File: config.mk
export PLATFORM = sky130hd
export DESIGN_NAME = block_transposition_cipher_core
export DESIGN_NICKNAME = d
export VERILOG_FILES = /design/src/rtl/btc_pkg.sv /design/src/rtl/block_transposition_cipher_core.sv /design/src/rtl/btc_store.sv /design/src/rtl/btc_keymap.sv
export SDC_FILE = /design/constraint.sdc
export NUM_CORES = 1
export LEC_CHECK = 0
export BUFFER_PORTS_ARGS = -buffer_cell sky130_fd_sc_hd__clkbuf_2
export CORE_ASPECT_RATIO = 0.9
export CORE_UTILIZATION = 54
export CTS_BUF_LIST = sky130_fd_sc_hd__clkbuf_16
export DETAILED_ROUTE_END_ITERATION = 6
export PLACE_DENSITY = 0.76
export SYNTH_ARGS = -nofsm -noshare
export SYNTH_HDL_FRONTEND = slang
export SYNTH_SLANG_ARGS = --single-unit
File: constraint.sdc
create_clock -name clk -period 2.77 [get_ports clk]
set_input_delay 0.554 -clock clk [delete_from_list [all_inputs] [get_ports clk]]
set_output_delay 0.554 -clock clk [all_outputs]
set_load 0.02 [all_outputs]
File: src/rtl/btc_pkg.sv
package btc_pkg;

  // Storage geometry
  localparam int MAX_BLOCK = 8;
  localparam int ST_AW     = (MAX_BLOCK > 1) ? $clog2(MAX_BLOCK) : 1;
  localparam int KEY_N     = 8;                 // entries in the key table
  localparam int KEY_W     = 3;                 // bits per key entry
  localparam int LEN_CAP   = (MAX_BLOCK < KEY_N) ? MAX_BLOCK : KEY_N;

  localparam int BYTE_W    = 8;
  localparam int LEN_W     = 4;
  localparam int TABLE_W   = KEY_N * KEY_W;
  localparam int CFG_W     = TABLE_W;
  localparam int CFG_IDX_W = 2;

  localparam logic [BYTE_W-1:0] PAD_BYTE = 8'h20;

  // Register indexes
  localparam logic [CFG_IDX_W-1:0] CFG_BLOCK_LEN    = 2'd0;
  localparam logic [CFG_IDX_W-1:0] CFG_PERM_TABLE   = 2'd1;
  localparam logic [CFG_IDX_W-1:0] CFG_SCATTER_MODE = 2'd2;

  // Register reset values
  localparam logic [LEN_W-1:0]   RST_BLOCK_LEN  = 4'd6;
  localparam logic [TABLE_W-1:0] RST_PERM_TABLE = 24'd16430113;

  typedef logic [ST_AW-1:0] st_addr_t;
  typedef logic [KEY_W-1:0] key_t;

  typedef enum logic [1:0] {
    ST_IDLE,
    ST_READ,
    ST_LOAD
  } seq_state_t;

  // Key lookup result for one output position
  typedef struct packed {
    st_addr_t addr;   // store entry to read
    logic     pad;    // position holds a space
  } lookup_t;

  // Block length clamped to 1..LEN_CAP
  function automatic logic [LEN_W-1:0] eff_len(input logic [LEN_W-1:0] len);
    logic [LEN_W-1:0] r;
    r = len;
    if (len == '0) r = LEN_W'(1);
    else if (len > LEN_W'(LEN_CAP)) r = LEN_W'(LEN_CAP);
    return r;
  endfunction

  function automatic key_t key_at(input logic [TABLE_W-1:0] tbl,
                                  input key_t j);
    return tbl[j*KEY_W +: KEY_W];
  endfunction

endpackage

File: src/rtl/block_transposition_cipher_core.sv
// Block transposition cipher. Text words enter one byte at a time and are
// written into an 8-entry byte store. When block_len words are held, or a word
// with text_end arrives, the block is read back permuted by perm_table and
// emitted as block_len words, the last one flagged with block_end; positions
// not covered by text are spaces (0x20). Gather mode (scatter_mode = 0):
// output j is stored byte key[j]. Scatter mode: stored byte j lands at output
// key[j], the higher j winning on collisions. Key entries are zero-based; a
// key entry at or beyond the block length gives a space (gather) or is
// dropped (scatter). A block_len of 0 acts as 1, above 8 as 8. An input
// word is taken while the core is idle; each block word is read from the
// store, then loaded into the output register, which waits while a held
// output word is stalled. Input is stalled while a block is being emitted.
// Configuration may be written only while idle.
module block_transposition_cipher_core (
  input  logic                           clk,
  input  logic                           rst_n,

  input  logic                           cfg_wr_en,
  input  logic [btc_pkg::CFG_IDX_W-1:0]  cfg_index,
  input  logic [btc_pkg::CFG_W-1:0]      cfg_wr_data,

  input  logic                           in_valid,
  output logic                           in_stall,
  input  logic [btc_pkg::BYTE_W-1:0]     in_text_byte,
  input  logic                           in_text_end,

  output logic                           out_valid,
  input  logic                           out_stall,
  output logic [btc_pkg::BYTE_W-1:0]     out_out_byte,
  output logic                           out_block_end
);
  import btc_pkg::*;

  // config registers
  logic [LEN_W-1:0]   block_len_r;
  logic [TABLE_W-1:0] perm_table_r;
  logic               scatter_mode_r;

  // sequencer
  seq_state_t         state_r, state_nxt;
  logic [LEN_W-1:0]   fill_r, fill_nxt;   // words held; also the valid limit
  key_t               pos_r, pos_nxt;     // output position being read
  logic               pad_r, pad_nxt;
  logic               last_r, last_nxt;

  // output register
  logic               out_valid_r, out_valid_nxt;
  logic [BYTE_W-1:0]  out_byte_r, out_byte_nxt;
  logic               out_end_r, out_end_nxt;

  logic [LEN_W-1:0]   len;
  logic [LEN_W-1:0]   fill_inc;
  logic               mem_we;
  logic               mem_rd_en;
  logic [BYTE_W-1:0]  rd_data;
  lookup_t            lk;

  assign len      = eff_len(block_len_r);
  assign fill_inc = (fill_r == '1) ? fill_r : fill_r + LEN_W'(1);

  btc_store u_store (
    .clk     (clk),
    .wr_en   (mem_we),
    .wr_addr (ST_AW'(fill_r)),
    .wr_data (in_text_byte),
    .rd_en   (mem_rd_en),
    .rd_addr (lk.addr),
    .rd_data (rd_data)
  );

  // entries at or past fill_r read as spaces, so no clear pass is needed
  btc_keymap u_keymap (
    .perm_table   (perm_table_r),
    .scatter_mode (scatter_mode_r),
    .len          (len),
    .fill         (fill_r),
    .pos          (pos_r),
    .lk           (lk)
  );

  always_ff @(posedge clk) begin
    if (!rst_n) begin
      block_len_r    <= RST_BLOCK_LEN;
      perm_table_r   <= RST_PERM_TABLE;
      scatter_mode_r <= 1'b0;
    end else if (cfg_wr_en) begin
      case (cfg_index)
        CFG_BLOCK_LEN:    block_len_r    <= cfg_wr_data[LEN_W-1:0];
        CFG_PERM_TABLE:   perm_table_r   <= cfg_wr_data[TABLE_W-1:0];
        CFG_SCATTER_MODE: scatter_mode_r <= cfg_wr_data[0];
        default: ;
      endcase
    end
  end

  always_ff @(posedge clk) begin
    if (!rst_n) begin
      state_r     <= ST_IDLE;
      fill_r      <= '0;
      pos_r       <= '0;
      out_valid_r <= 1'b0;
    end else begin
      state_r     <= state_nxt;
      fill_r      <= fill_nxt;
      pos_r       <= pos_nxt;
      out_valid_r <= out_valid_nxt;
    end
  end

  always_ff @(posedge clk) begin
    pad_r      <= pad_nxt;
    last_r     <= last_nxt;
    out_byte_r <= out_byte_nxt;
    out_end_r  <= out_end_nxt;
  end

  always_comb begin
    state_nxt     = state_r;
    fill_nxt      = fill_r;
    pos_nxt       = pos_r;
    pad_nxt       = pad_r;
    last_nxt      = last_r;
    out_valid_nxt = out_valid_r;
    out_byte_nxt  = out_byte_r;
    out_end_nxt   = out_end_r;
    mem_we        = 1'b0;
    mem_rd_en     = 1'b0;

    // output word taken downstream
    if (out_valid_r && !out_stall) begin
      out_valid_nxt = 1'b0;
    end

    case (state_r)
      ST_IDLE: begin
        if (in_valid) begin
          mem_we   = (int'(fill_r) < MAX_BLOCK);
          fill_nxt = fill_inc;
          if ((fill_inc >= len) || in_text_end) begin
            pos_nxt   = '0;
            state_nxt = ST_READ;
          end
        end
      end
      ST_READ: begin
        mem_rd_en = 1'b1;
        pad_nxt   = lk.pad;
        last_nxt  = ((LEN_W'(pos_r) + LEN_W'(1)) == len);
        state_nxt = ST_LOAD;
      end
      ST_LOAD: begin
        if (!out_valid_r || !out_stall) begin
          out_valid_nxt = 1'b1;
          out_byte_nxt  = pad_r ? PAD_BYTE : rd_data;
          out_end_nxt   = last_r;
          if (last_r) begin
            fill_nxt  = '0;
            state_nxt = ST_IDLE;
          end else begin
            pos_nxt   = pos_r + KEY_W'(1);
            state_nxt = ST_READ;
          end
        end
      end
      default: begin
        state_nxt = ST_IDLE;
      end
    endcase
  end

  assign in_stall      = (state_r != ST_IDLE);
  assign out_valid     = out_valid_r;
  assign out_out_byte  = out_byte_r;
  assign out_block_end = out_end_r;

endmodule

File: src/rtl/btc_store.sv
module btc_store (
  input  logic                          clk,
  input  logic                          wr_en,
  input  btc_pkg::st_addr_t             wr_addr,
  input  logic [btc_pkg::BYTE_W-1:0]    wr_data,
  input  logic                          rd_en,
  input  btc_pkg::st_addr_t             rd_addr,
  output logic [btc_pkg::BYTE_W-1:0]    rd_data
);
  import btc_pkg::*;

  logic [BYTE_W-1:0] mem [MAX_BLOCK];
  logic [BYTE_W-1:0] rd_data_r;

  always_ff @(posedge clk) begin
    if (wr_en) begin
      mem[wr_addr] <= wr_data;
    end
  end

  // read data holds until the next read
  always_ff @(posedge clk) begin
    if (rd_en) begin
      rd_data_r <= mem[rd_addr];
    end
  end

  assign rd_data = rd_data_r;

endmodule

File: src/rtl/btc_keymap.sv
module btc_keymap (
  input  logic [btc_pkg::TABLE_W-1:0] perm_table,
  input  logic                        scatter_mode,
  input  logic [btc_pkg::LEN_W-1:0]   len,
  input  logic [btc_pkg::LEN_W-1:0]   fill,
  input  btc_pkg::key_t               pos,
  output btc_pkg::lookup_t            lk
);
  import btc_pkg::*;

  key_t k;
  key_t src;
  logic found;

  always_comb begin
    k     = key_at(perm_table, pos);
    src   = '0;
    found = 1'b0;
    // scatter: highest source index landing on this position wins
    for (int j = 0; j < KEY_N; j++) begin
      if ((LEN_W'(j) < len) && (key_at(perm_table, KEY_W'(j)) == pos)) begin
        found = 1'b1;
        src   = KEY_W'(j);
      end
    end

    if (scatter_mode) begin
      lk.addr = ST_AW'(src);
      lk.pad  = !found || (LEN_W'(src) >= fill);
    end else begin
      lk.addr = ST_AW'(k);
      lk.pad  = (LEN_W'(k) >= len) || (LEN_W'(k) >= fill);
    end
  end

endmodule
==> impl_metrics.env, run 1 <==
export IMPL_port_buffers=50
export IMPL_synth_edf_count=83
export IMPL_ant_nets=0
export IMPL_overflow=0
export IMPL_yosysWarnings=0
export IMPL_critical_path_most_common_cell="buf_12"
export IMPL_clkTransAtPathRegs_ns=0.05
export IMPL_clock_latency_ns=0.42
export IMPL_crit_family="multiplexers"
export IMPL_die_h_um=104.7
export IMPL_netlist_area_mm2=0.006325
export IMPL_required_ns=2.93
export IMPL_maxCapViolations=0
export IMPL_grt_pass1_vias=4512
export IMPL_post_route_util=0.6819
export IMPL_place_congestion=0.8633
export IMPL_antenna_found_initial=0
export IMPL_synthFlopType="edfxtp_1"
export IMPL_grt_pass1_wl_mm=22.99
export IMPL_initial_core_util=0.5531
export IMPL_fillers=789
export IMPL_slowest_delay_ns=0.51
export IMPL_cp_arrival_ns=2.90
export IMPL_crit_path_end_kind="flip-flop"
export IMPL_cp_start_kind="flip-flop"
export IMPL_pre_cts_ws_ns=0.04216
export IMPL_max_slew_worst_pin_slew_ns=0.7289
export IMPL_vias_per_cell=5.928
export IMPL_dr_pass1_iters=5
export IMPL_max_freq_mhz=365.2
export IMPL_yosysTopAreaCell="edfxtp_1"
export IMPL_boundaryPins=51
export IMPL_layout_drive_gt1_share=0.2661
export IMPL_cts_tree="yes"
export IMPL_synth_ff_latch_count=122
export IMPL_min_period_ns=2.738
export IMPL_dr_max_layer_used="met4"
export IMPL_route_met2_wl_mm=6.991
export IMPL_synth_nets=616
export IMPL_yosysMostFrequentCell="edfxtp_1"
export IMPL_slew_violations=0
export IMPL_setup_slack_ns=0.03206
export IMPL_dp_hpwl_mm=9.823
export IMPL_synth_common_cells="83 x edfxtp_1, 78 x nand2_1, 39 x dfxtp_1"
export IMPL_hold_slack_ns=0.3485
export IMPL_m1WireLength_mm=6.746
export IMPL_nets=696
export IMPL_crit_buf_inv=4
export IMPL_grt_setup_unrepaired="yes"
export IMPL_drtIter0Drc=496
export IMPL_area_growth_pct=23.28
export IMPL_syn_area_per_cell_um2=11.27
export IMPL_synth_top_area_frac=0.3941
export IMPL_grt_usage=0.2536
export IMPL_core_area_mm2=0.01143
export IMPL_synth_cell_types=57
export IMPL_setup_viol=0
export IMPL_power_mw=4.932
export IMPL_grt_max_degree=40
export IMPL_peakVddDrop_v=0.0003988
export IMPL_hold_path_class="in -> reg"
export IMPL_crit_chain="buf_12 > buf_4 > mux4_2 > mux2i_4 > buf_12 > buf_8 > mux2i_2 > o21bai_1 > a221o_1 > a32o_1"
export IMPL_cts_root_buf="clkbuf_16"
export IMPL_hold_buffers=0
export IMPL_routed_wirelength_mm=14.95
export IMPL_async_reset_ff_frac=0
export IMPL_slowest_stage="mux4_2"
export IMPL_synthCells=561
export IMPL_std_cell_rows=37
export IMPL_p_per_area_mw_per_mm2=632.5
export IMPL_cp_max_fo=13
export IMPL_p_leak_nw=2.984
export IMPL_vias=4802
export IMPL_ys_seq_area_frac=0.5175
export IMPL_fin_crit_sh=0.9884
export IMPL_route_detailed_drc=0
export IMPL_crit_type="reg -> reg"
export IMPL_die_x_um=116.1
export IMPL_n_antenna_cell=0
export IMPL_clk_path_buf_depth=2
export IMPL_cts_sinks=122
export IMPL_relSlewSlack=0.5130
export IMPL_cts_buffers=17
export IMPL_synthTopCellsByArea="edfxtp_1 39%, dfxtp_1 12%, nand2_1 4.6%, xor2_1 3.5%, mux2i_1 3.3%"
export IMPL_status="finished, final reports clean"
export IMPL_route_met3_wl_um=993
export IMPL_htreeDepth=4
export IMPL_hold_viol_final=0
export IMPL_dieArea_mm2=0.01215
export IMPL_setup_tns_final_ns=0
export IMPL_clock_skew_ns=0.006108
export IMPL_wl_per_cell_um=18.45
cells by family (layout without fill, tap and decap cells):
logic type / Yosys count / in the layout / synth area share
flip-flops: 122 / 122 / 0.5175
multiplexers: 38 / 38 / 0.07596
XOR/XNOR: 28 / 28 / 0.03877
AND/OR/NAND/NOR: 175 / 175 / 0.1381
buffers and inverters: 50 / 143 / 0.03897
adder cells (fa/ha/maj): 15 / 15 / 0.02967
AO/OA/AOI/OAI: 133 / 133 / 0.1610
sequential cells by signal (all words and copies together), names as in the netlist:
name,cells
fill_r,4
scatter_mode_r,1
state_r,2
out_out_byte,8
u_store.mem,64
perm_table_r,24
last_r,1
u_store.rd_data,8
pos_r,3
out_valid,1
block_len_r,4
out_block_end,1
pad_r,1
layout make-up:
class,instances,area (um^2),area share
flip-flops and latches,122,3278,0.4204
multi-input cells,389,2904,0.3724
clock buffers,17,425.4,0.05456
clock inverters,15,206.4,0.02648
well taps,156,195.2,0.02503
inverters,14,52.55,0.006739
repair buffers,97,735.7,0.09435
final timing paths:
| check | from | to | slack [ns] | cells past startpoint |
|---|---|---|---|---|
| max reg2reg | pos_r[2]$_SDFFE_PN0P_ | u_store.rd_data[0]$_DFFE_PN_ | 0.03 | 10 |
| min | cfg_wr_data[15] | perm_table_r[15]$_SDFFE_PN1P_ | 0.35 | 3 |
| max | pos_r[2]$_SDFFE_PN0P_ | u_store.rd_data[0]$_DFFE_PN_ | 0.03 | 10 |
| min reg2reg | last_r$_DFFE_PN_ | out_block_end$_DFFE_PP_ | 0.50 | 0 |
layout by cell type (no fill, tap or decap), types with 3 or more instances in the layout:
cell        synthesis  routed
a21boi_0           15      15
a21o_1              5       5
a21oi_1            17      16
a221o_1            16      16
a221oi_1            9       9
a22o_1              8       8
a31oi_1             3       3
a32o_1              8       6
and2_1              5       5
buf_12              0       8
buf_4               6      35
bufinv_16           0       5
clkbuf_16           0      18
clkbuf_2            0      50
clkinv_1            0       3
clkinvlp_4          0       3
dfxtp_1            39      35
dfxtp_2             0       4
edfxtp_1           83      83
ha_1               15      14
inv_1              13      14
mux2_2             10       9
mux2i_1            21      20
mux4_2              6       6
nand2_1            78      78
nand2b_1            6       6
nand3_1            15      15
nor2_1             30      28
nor2_2              2       3
nor2b_1            17      17
nor3_1              6       6
nor4_4              3       4
o211ai_1            8       8
o21ai_0            22      22
o21bai_1            8       8
or2_2               3       3
xnor2_1             3       3
xor2_1             25      24
power by group:
| part | leakage [nW] | total (mW) | switching [mW] | internal, mW |
|---|---|---|---|---|
| Clock | 0.303 | 2.37 | 0.791 | 1.58 |
| Sequential | 1.07 | 2.05 | 0.0407 | 2.01 |
| Combinational | 1.61 | 0.509 | 0.278 | 0.231 |
| Total | 2.98 | 4.93 | 1.11 | 3.82 |
worst register-to-register path: cells and delay by family (launching register included):
family | cells | cell delay [ns]
flip-flops | 1 | 0.34
multiplexers | 3 | 0.93
AO/OA/AOI/OAI | 3 | 0.62
buffers and inverters | 4 | 0.60
metal layers:
metal	up-vias	global-route usage
met5	-	0
met1	2336	0.3624
met4	0	0.08700
li1	2250	-
met2	191	0.3759
met3	25	0.06090
metrics by stage:
stage	area [um^2]	instances
after floorplan	6332	561
after global placement	6949	768
after detailed placement	6949	768
after CTS	7581	800
after global routing	7797	810
final	7797	810
what timing repair did:
action | 4_1_cts | 5_1_grt
endpoints found under the setup margin | 1 | 12
gates resized for setup | 0 | 24
pin swaps | 1 | 8
cloned | 0 | 1
buffers inserted | 0 | 9
(Power assumes the default switching activity.)
==> run 2, diff against run 1 <==
--- a/config.mk
+++ b/config.mk
@@ -13,4 +13,5 @@
 export PLACE_DENSITY = 0.76
 export SYNTH_ARGS = -nofsm -noshare
 export SYNTH_HDL_FRONTEND = slang
+export SYNTH_HIERARCHICAL = 1
 export SYNTH_SLANG_ARGS = --single-unit
==> impl_metrics.env, run 2 <==
export IMPL_status="finished with violations"
export IMPL_failed_checks="DRC, setup timing"
export IMPL_slew_violations=0
export IMPL_synthCells=447
export IMPL_yosys_area_share_simple=0.1294
export IMPL_grt_usage=0.2449
export IMPL_n_antenna_cell=0
export IMPL_pre_cts_ws_ns=-0.2233
export IMPL_holdCritStartpoint="cfg_wr_data[10]"
export IMPL_cp_start_kind="flip-flop"
export IMPL_required_ns=2.93
export IMPL_synthXorXnorAreaFrac=0.04200
export IMPL_hold_depth=3
export IMPL_yosysWarnings=6
export IMPL_place_congestion=0.8705
export IMPL_crit_buf_inv=2
export IMPL_m1WireLength_mm=5.585
export IMPL_cts_root_buf="clkbuf_16"
export IMPL_ys_seq_area_frac=0.5605
export IMPL_dr_pass1_iters=7
export IMPL_synth_common_cells="83 x edfxtp_1, 64 x nand2_1, 39 x dfxtp_1"
export IMPL_fillers=674
export IMPL_clk_path_buf_depth=2
export IMPL_min_period_ns=2.954
export IMPL_synth_fa_ha_area_frac=0.03214
export IMPL_cp_arrival_ns=3.11
export IMPL_cts_tree="yes"
export IMPL_hold_buffers=0
export IMPL_die_x_um=111.6
export IMPL_slowest_stage="mux4_2"
export IMPL_boundaryPins=51
export IMPL_synth_nets=502
export IMPL_p_leak_nw=2.848
export IMPL_synthTopCellsByArea="edfxtp_1 43%, dfxtp_1 13%, mux4_1 6.7%, nand2_1 4.1%, ha_1 3.2%"
export IMPL_cts_buffers=17
export IMPL_drtIter0Drc=325
export IMPL_synth_top_area_frac=0.4268
export IMPL_synth_compound_area_frac=0.07671
export IMPL_peakVddDrop_v=0.0004689
export IMPL_dr_max_layer_used="met4"
export IMPL_rr_endpoint="u_store/rd_data[5]$_DFFE_PP_"
export IMPL_post_route_util=0.7046
export IMPL_synthMuxAreaShare=0.1260
export IMPL_final_cell_mix="83 x edfxtp_1, 61 x nand2_1, 50 x clkbuf_2"
export IMPL_synth_ff_latch_count=122
export IMPL_htreeDepth=4
export IMPL_nets=603
export IMPL_hold_path_class="in -> reg"
export IMPL_port_buffers=50
export IMPL_cp_max_fo=8
export IMPL_layout_drive_gt1_share=0.3725
export IMPL_dp_hpwl_mm=8.301
export IMPL_synth_top_family_by_area="simple AND/OR/NAND/NOR gates"
export IMPL_hold_slack_ns=0.3543
export IMPL_final_common_cell="edfxtp_1"
export IMPL_std_cell_rows=35
export IMPL_area_growth_pct=25.24
export IMPL_maxCapViolations=0
export IMPL_antenna_found_initial=0
export IMPL_synthFlopType="edfxtp_1"
export IMPL_slowest_delay_ns=0.43
export IMPL_routed_wirelength_mm=13.49
export IMPL_grt_max_degree=40
export IMPL_reg2regPathDepth=11
export IMPL_cts_sinks=122
export IMPL_async_reset_ff_frac=0
export IMPL_initial_core_util=0.5626
export IMPL_p_per_area_mw_per_mm2=664.4
export IMPL_crit_path_end_kind="flip-flop"
export IMPL_route_detailed_drc=7
export IMPL_synth_cell_types=59
export IMPL_wl_per_cell_um=19.55
export IMPL_max_slew_worst_pin_slew_ns=0.7858
export IMPL_reg2reg_setup_slack_ns=-0.18
export IMPL_yosysTopAreaCell="edfxtp_1"
export IMPL_crit_chain="nor2_1 > o21a_2 > a31oi_4 > nor4_4 > a21oi_1 > a21oi_2 > mux2i_2 > buf_4 > clkbuf_16 > mux4_2 > mux2_4"
export IMPL_crit_family="multiplexers"
export IMPL_dieArea_mm2=0.01123
export IMPL_setup_viol=9
export IMPL_grt_setup_unrepaired="yes"
export IMPL_fin_crit_sh=1.066
export IMPL_min_to="perm_table_r[10]$_SDFFE_PN1P_"
export IMPL_r2r_start="block_len_r[1]$_SDFFE_PN1P_"
export IMPL_reg_top3="u_store/mem: 64 flops, perm_table_r: 24 flops"
export IMPL_yosysMostFrequentCell="edfxtp_1"
export IMPL_route_met2_wl_mm=6.543
export IMPL_synth_edf_count=83
export IMPL_clock_latency_ns=0.41
export IMPL_netlist_area_mm2=0.005839
export IMPL_syn_area_per_cell_um2=13.06
export IMPL_relSlewSlack=0.4761
export IMPL_hold_viol_final=0
export IMPL_grt_pass1_wl_mm=20.25
export IMPL_overflow=0
export IMPL_regMostFlops="u_store/mem"
export IMPL_max_freq_mhz=338.5
export IMPL_clock_skew_ns=0.007381
export IMPL_ant_nets=0
export IMPL_crit_type="reg -> reg"
export IMPL_grt_pass1_vias=3957
export IMPL_largest_reg_flops=64
export IMPL_die_h_um=100.7
export IMPL_route_met3_wl_mm=1.158
export IMPL_clkTransAtPathRegs_ns=0.06
export IMPL_setup_slack_ns=-0.1841
export IMPL_vias_per_cell=5.888
export IMPL_core_area_mm2=0.01038
export IMPL_vias=4063
## run 2: changes by cell type after synthesis, moves of 9 or more
| cell | delta |
|---|---|
| a21boi_0 | -15 |
| mux2i_1 | -15 |
| a221oi_1 | -9 |
| o21ai_0 | -19 |
| a221o_1 | -16 |
| a21oi_1 | -11 |
| nand2_1 | -14 |
| mux4_1 | +15 |
| clkbuf_1 | -9 |
| a21boi_1 | +16 |
## run 2: stage by stage
step	total power [mW]	instances	setup TNS (ns)	instance area (um^2)
after floorplan	2.360	447	-0.3189	5842
after global placement	2.485	648	-0.9831	6464
after detailed placement	2.502	648	-1.731	6464
after CTS	4.849	684	-1.288	7141
after global routing	5.004	690	-2.471	7313
final	4.859	690	-1.501	7313
## run 2: cell families after synthesis
kind of cell | Yosys count
muxes | 39
adders and majority gates | 15
and+or+nand+nor | 150
AOI/OAI and AO/OA | 62
DFF | 122
buffers and inverters | 31
xor gates and xnor gates | 28
## run 2: metal layers
layer / global-route usage / vias up
met4: 0.08836 / 0
met2: 0.3990 / 200
li1: - / 1856
met5: 0 / -
met3: 0.07035 / 21
met1: 0.3157 / 1986
## run 2: cell type report
| cell class | instances | area [um^2] | share of cell area |
|---|---|---|---|
| tap | 129 | 161.4 | 0.02207 |
| timing repair buffer | 104 | 713.2 | 0.09752 |
| clock inverter | 15 | 198.9 | 0.02720 |
| clock buffer | 17 | 425.4 | 0.05817 |
| multi-input combinational | 294 | 2487 | 0.3401 |
| sequential | 122 | 3286 | 0.4493 |
| inverter | 9 | 41.29 | 0.005646 |
## run 2: report_power, final
| group | leakage (nW) | switching (mW) | internal [mW] |
|---|---|---|---|
| clock | 0.297 | 0.796 | 1.51 |
| combinational | 1.48 | 0.250 | 0.255 |
| sequential | 1.07 | 0.0424 | 2.01 |
## run 2: how the worst max path moves through the flow
stage / from / end / slack (ns) / cells after the start
3_5_place_dp: block_len_r[3]$_SDFFE_PN0P_ / u_store/rd_data[3]$_DFFE_PP_ / -0.22 / 11
3_3_place_gp: pos_r[2]$_SDFFE_PN0P_ / u_store/rd_data[1]$_DFFE_PP_ / -0.12 / 9
4_1_cts: pos_r[0]$_SDFFE_PN0P_ / u_store/rd_data[2]$_DFFE_PP_ / -0.15 / 9
2_1_floorplan: pos_r[0]$_SDFFE_PN0P_ / u_store/rd_data[1]$_DFFE_PP_ / -0.05 / 10
6_report: block_len_r[1]$_SDFFE_PN1P_ / u_store/rd_data[5]$_DFFE_PP_ / -0.18 / 11
5_1_grt: block_len_r[1]$_SDFFE_PN1P_ / u_store/rd_data[3]$_DFFE_PP_ / -0.29 / 11
## run 2: worst reg2reg max path: cells and delay by family, from the launching register on
| kind | cells | cell delay, ns |
|---|---|---|
| mux | 3 | 0.82 |
| buf+inv | 2 | 0.31 |
| simple gates | 2 | 0.55 |
| flops | 1 | 0.34 |
| compound gates | 4 | 0.69 |
## run 2: timing repair
action | in CTS | in global routing
buffers inserted | 4 | 7
resized for setup | 31 | 31
cloned | 1 | 0
setup endpoints to repair | 9 | 9
pin swaps | 6 | 10
==> run 3, diff against run 2 <==
--- a/config.mk
+++ b/config.mk
@@ -10,7 +10,9 @@
 export CORE_UTILIZATION = 54
 export CTS_BUF_LIST = sky130_fd_sc_hd__clkbuf_16
 export DETAILED_ROUTE_END_ITERATION = 6
+export MAX_ROUTING_LAYER = met4
 export PLACE_DENSITY = 0.76
+export REMOVE_ABC_BUFFERS = 1
 export SYNTH_ARGS = -nofsm -noshare
 export SYNTH_HDL_FRONTEND = slang
 export SYNTH_HIERARCHICAL = 1
==> impl_metrics.env, run 3 (same netlist as run 2, synthesis figures left out) <==
export IMPL_status="finished with violations"
export IMPL_failed_checks="DRC, setup timing"
export IMPL_crit_path_end_kind="flip-flop"
export IMPL_multi_input_area_mm2=0.002509
export IMPL_cts_root_buf="clkbuf_16"
export IMPL_cts_buffers=17
export IMPL_finalNonFillerCells=693
export IMPL_clk_path_buf_depth=2
export IMPL_cts_tree="yes"
export IMPL_dp_hpwl_mm=8.104
export IMPL_clock_latency_ns=0.42
export IMPL_layout_drive_gt1_share=0.3777
export IMPL_cp_start_kind="flip-flop"
export IMPL_grt_pass1_wl_mm=21.98
export IMPL_hold_path_class="in -> reg"
export IMPL_p_leak_nw=2.871
export IMPL_nets=606
export IMPL_die_h_um=100.7
export IMPL_vias=4194
export IMPL_n_antenna_cell=0
export IMPL_grt_setup_unrepaired="yes"
export IMPL_route_detailed_drc=1
export IMPL_crit_buf_inv=5
export IMPL_vias_per_cell=6.052
export IMPL_boundaryPins=51
export IMPL_clkTransAtPathRegs_ns=0.06
export IMPL_grt_usage=0.2726
export IMPL_wl_per_cell_um=20.82
export IMPL_drtIter0Drc=352
export IMPL_port_buffers=50
export IMPL_crit_family="multiplexers"
export IMPL_dr_pass1_iters=7
export IMPL_area_growth_pct=26.12
export IMPL_final_cell_mix="83 x edfxtp_1, 61 x nand2_1, 50 x clkbuf_2"
export IMPL_reg_top3="u_store/mem: 64 flops, perm_table_r: 24 flops"
export IMPL_required_ns=2.94
export IMPL_cp_max_fo=8
export IMPL_clock_skew_ns=0.008282
export IMPL_setup_tns_final_ns=-1.779
export IMPL_place_congestion=0.8933
export IMPL_dieArea_mm2=0.01123
export IMPL_die_x_um=111.6
export IMPL_htreeDepth=4
export IMPL_overflow=0
export IMPL_largest_reg_flops=64
export IMPL_fin_crit_sh=1.082
export IMPL_max_slew_worst_pin_slew_ns=0.9027
export IMPL_slowest_delay_ns=0.51
export IMPL_antenna_found_initial=0
export IMPL_grt_max_degree=40
export IMPL_grt_pass1_vias=4262
export IMPL_ant_nets=0
export IMPL_p_per_area_mw_per_mm2=669.2
export IMPL_hold_buffers=0
export IMPL_crit_chain="inv_4 > nand2_4 > inv_4 > buf_6 > a2111o_1 > o31ai_4 > a21oi_2 > mux2i_2 > buf_6 > buf_12 > mux4_2 > mux2_4"
export IMPL_hold_viol_final=0
export IMPL_initial_core_util=0.5626
export IMPL_crit_type="reg -> reg"
export IMPL_min_period_ns=2.998
export IMPL_core_area_mm2=0.01038
export IMPL_placed_cells=645
export IMPL_peakVddDrop_v=0.0005261
export IMPL_std_cell_rows=35
export IMPL_slew_violations=0
export IMPL_regMostFlops="u_store/mem"
export IMPL_setup_viol=9
export IMPL_final_common_cell="edfxtp_1"
export IMPL_max_freq_mhz=333.6
export IMPL_setup_slack_ns=-0.2276
export IMPL_cts_sinks=122
export IMPL_slowest_stage="mux4_2"
export IMPL_cp_arrival_ns=3.17
export IMPL_fillers=664
export IMPL_maxCapViolations=0
export IMPL_routed_wirelength_mm=14.43
export IMPL_relSlewSlack=0.3975
export IMPL_post_route_util=0.7096
export IMPL_ff_latch_area_mm2=0.003283
-- run 3: changes by cell type in the layout (fill, tap and decap cells not counted), sizes merged --
cell / before / now
clkbuf: 68 / 67
clkinvlp: 4 / 1
clkinv: 3 / 6
buf: 53 / 57
-- run 3: timing repair --
action | in CTS | in global routing
buffers inserted | 15 | 3
setup endpoints to repair | 9 | 13
pin swaps | 7 | 12
resized for setup | 40 | 30
gates cloned | 1 | 0
-- run 3: through the flow --
step | hold WS, ns | worst slack [ns] | power [mW] | cell area [um^2]
global placement | 0.4708 | -0.04950 | 2.482 | 6427
finish | 0.3380 | -0.2276 | 4.928 | 7365
CTS | 0.3381 | -0.1082 | 4.891 | 7219
detailed placement | 0.4855 | -0.1606 | 2.502 | 6427
global route | 0.3431 | -0.2682 | 5.056 | 7365
floorplan | 0.4563 | -1.044 | 2.335 | 5679
-- run 3: cell type report --
class                   count  share of cell area
clock buffers              17             0.05776
well taps                 129             0.02192
flip-flops and latches    122              0.4458
inverters                   9            0.005607
clock inverters            15             0.02701
repair buffers            107              0.1013
multi-input cells         294              0.3406
-- run 3: layer usage --
layer / vias up / track usage / part of all wire
met5: - / - / 0
met4: 0 / 0.1227 / 0.036
met3: 46 / 0.05833 / 0.079
met1: 2052 / 0.3276 / 0.40
met2: 232 / 0.4476 / 0.48
li1: 1864 / - / -
-- run 3: report_power, final --
part	leakage [nW]	internal (mW)	switching [mW]
logic	1.49	0.269	0.267
clock network	0.306	1.51	0.832
registers	1.07	2.01	0.0428
-- run 3: worst paths after layout --
path,endpoint,slack (ns),cells after the start,startpoint
hold reg to reg,perm_table_r[9]$_SDFFE_PN0P_,0.50,2,perm_table_r[9]$_SDFFE_PN0P_
setup / recovery,u_store/rd_data[7]$_DFFE_PP_,-0.23,12,block_len_r[3]$_SDFFE_PN0P_
hold / removal,perm_table_r[20]$_SDFFE_PN1P_,0.34,3,cfg_wr_data[20]
setup reg to reg,u_store/rd_data[7]$_DFFE_PP_,-0.23,12,block_len_r[3]$_SDFFE_PN0P_
-- run 3: tightest hold or removal path: stages --
cell and delay (ns):
clkbuf_2 0.07, nand2_1 0.04, nand3_1 0.06
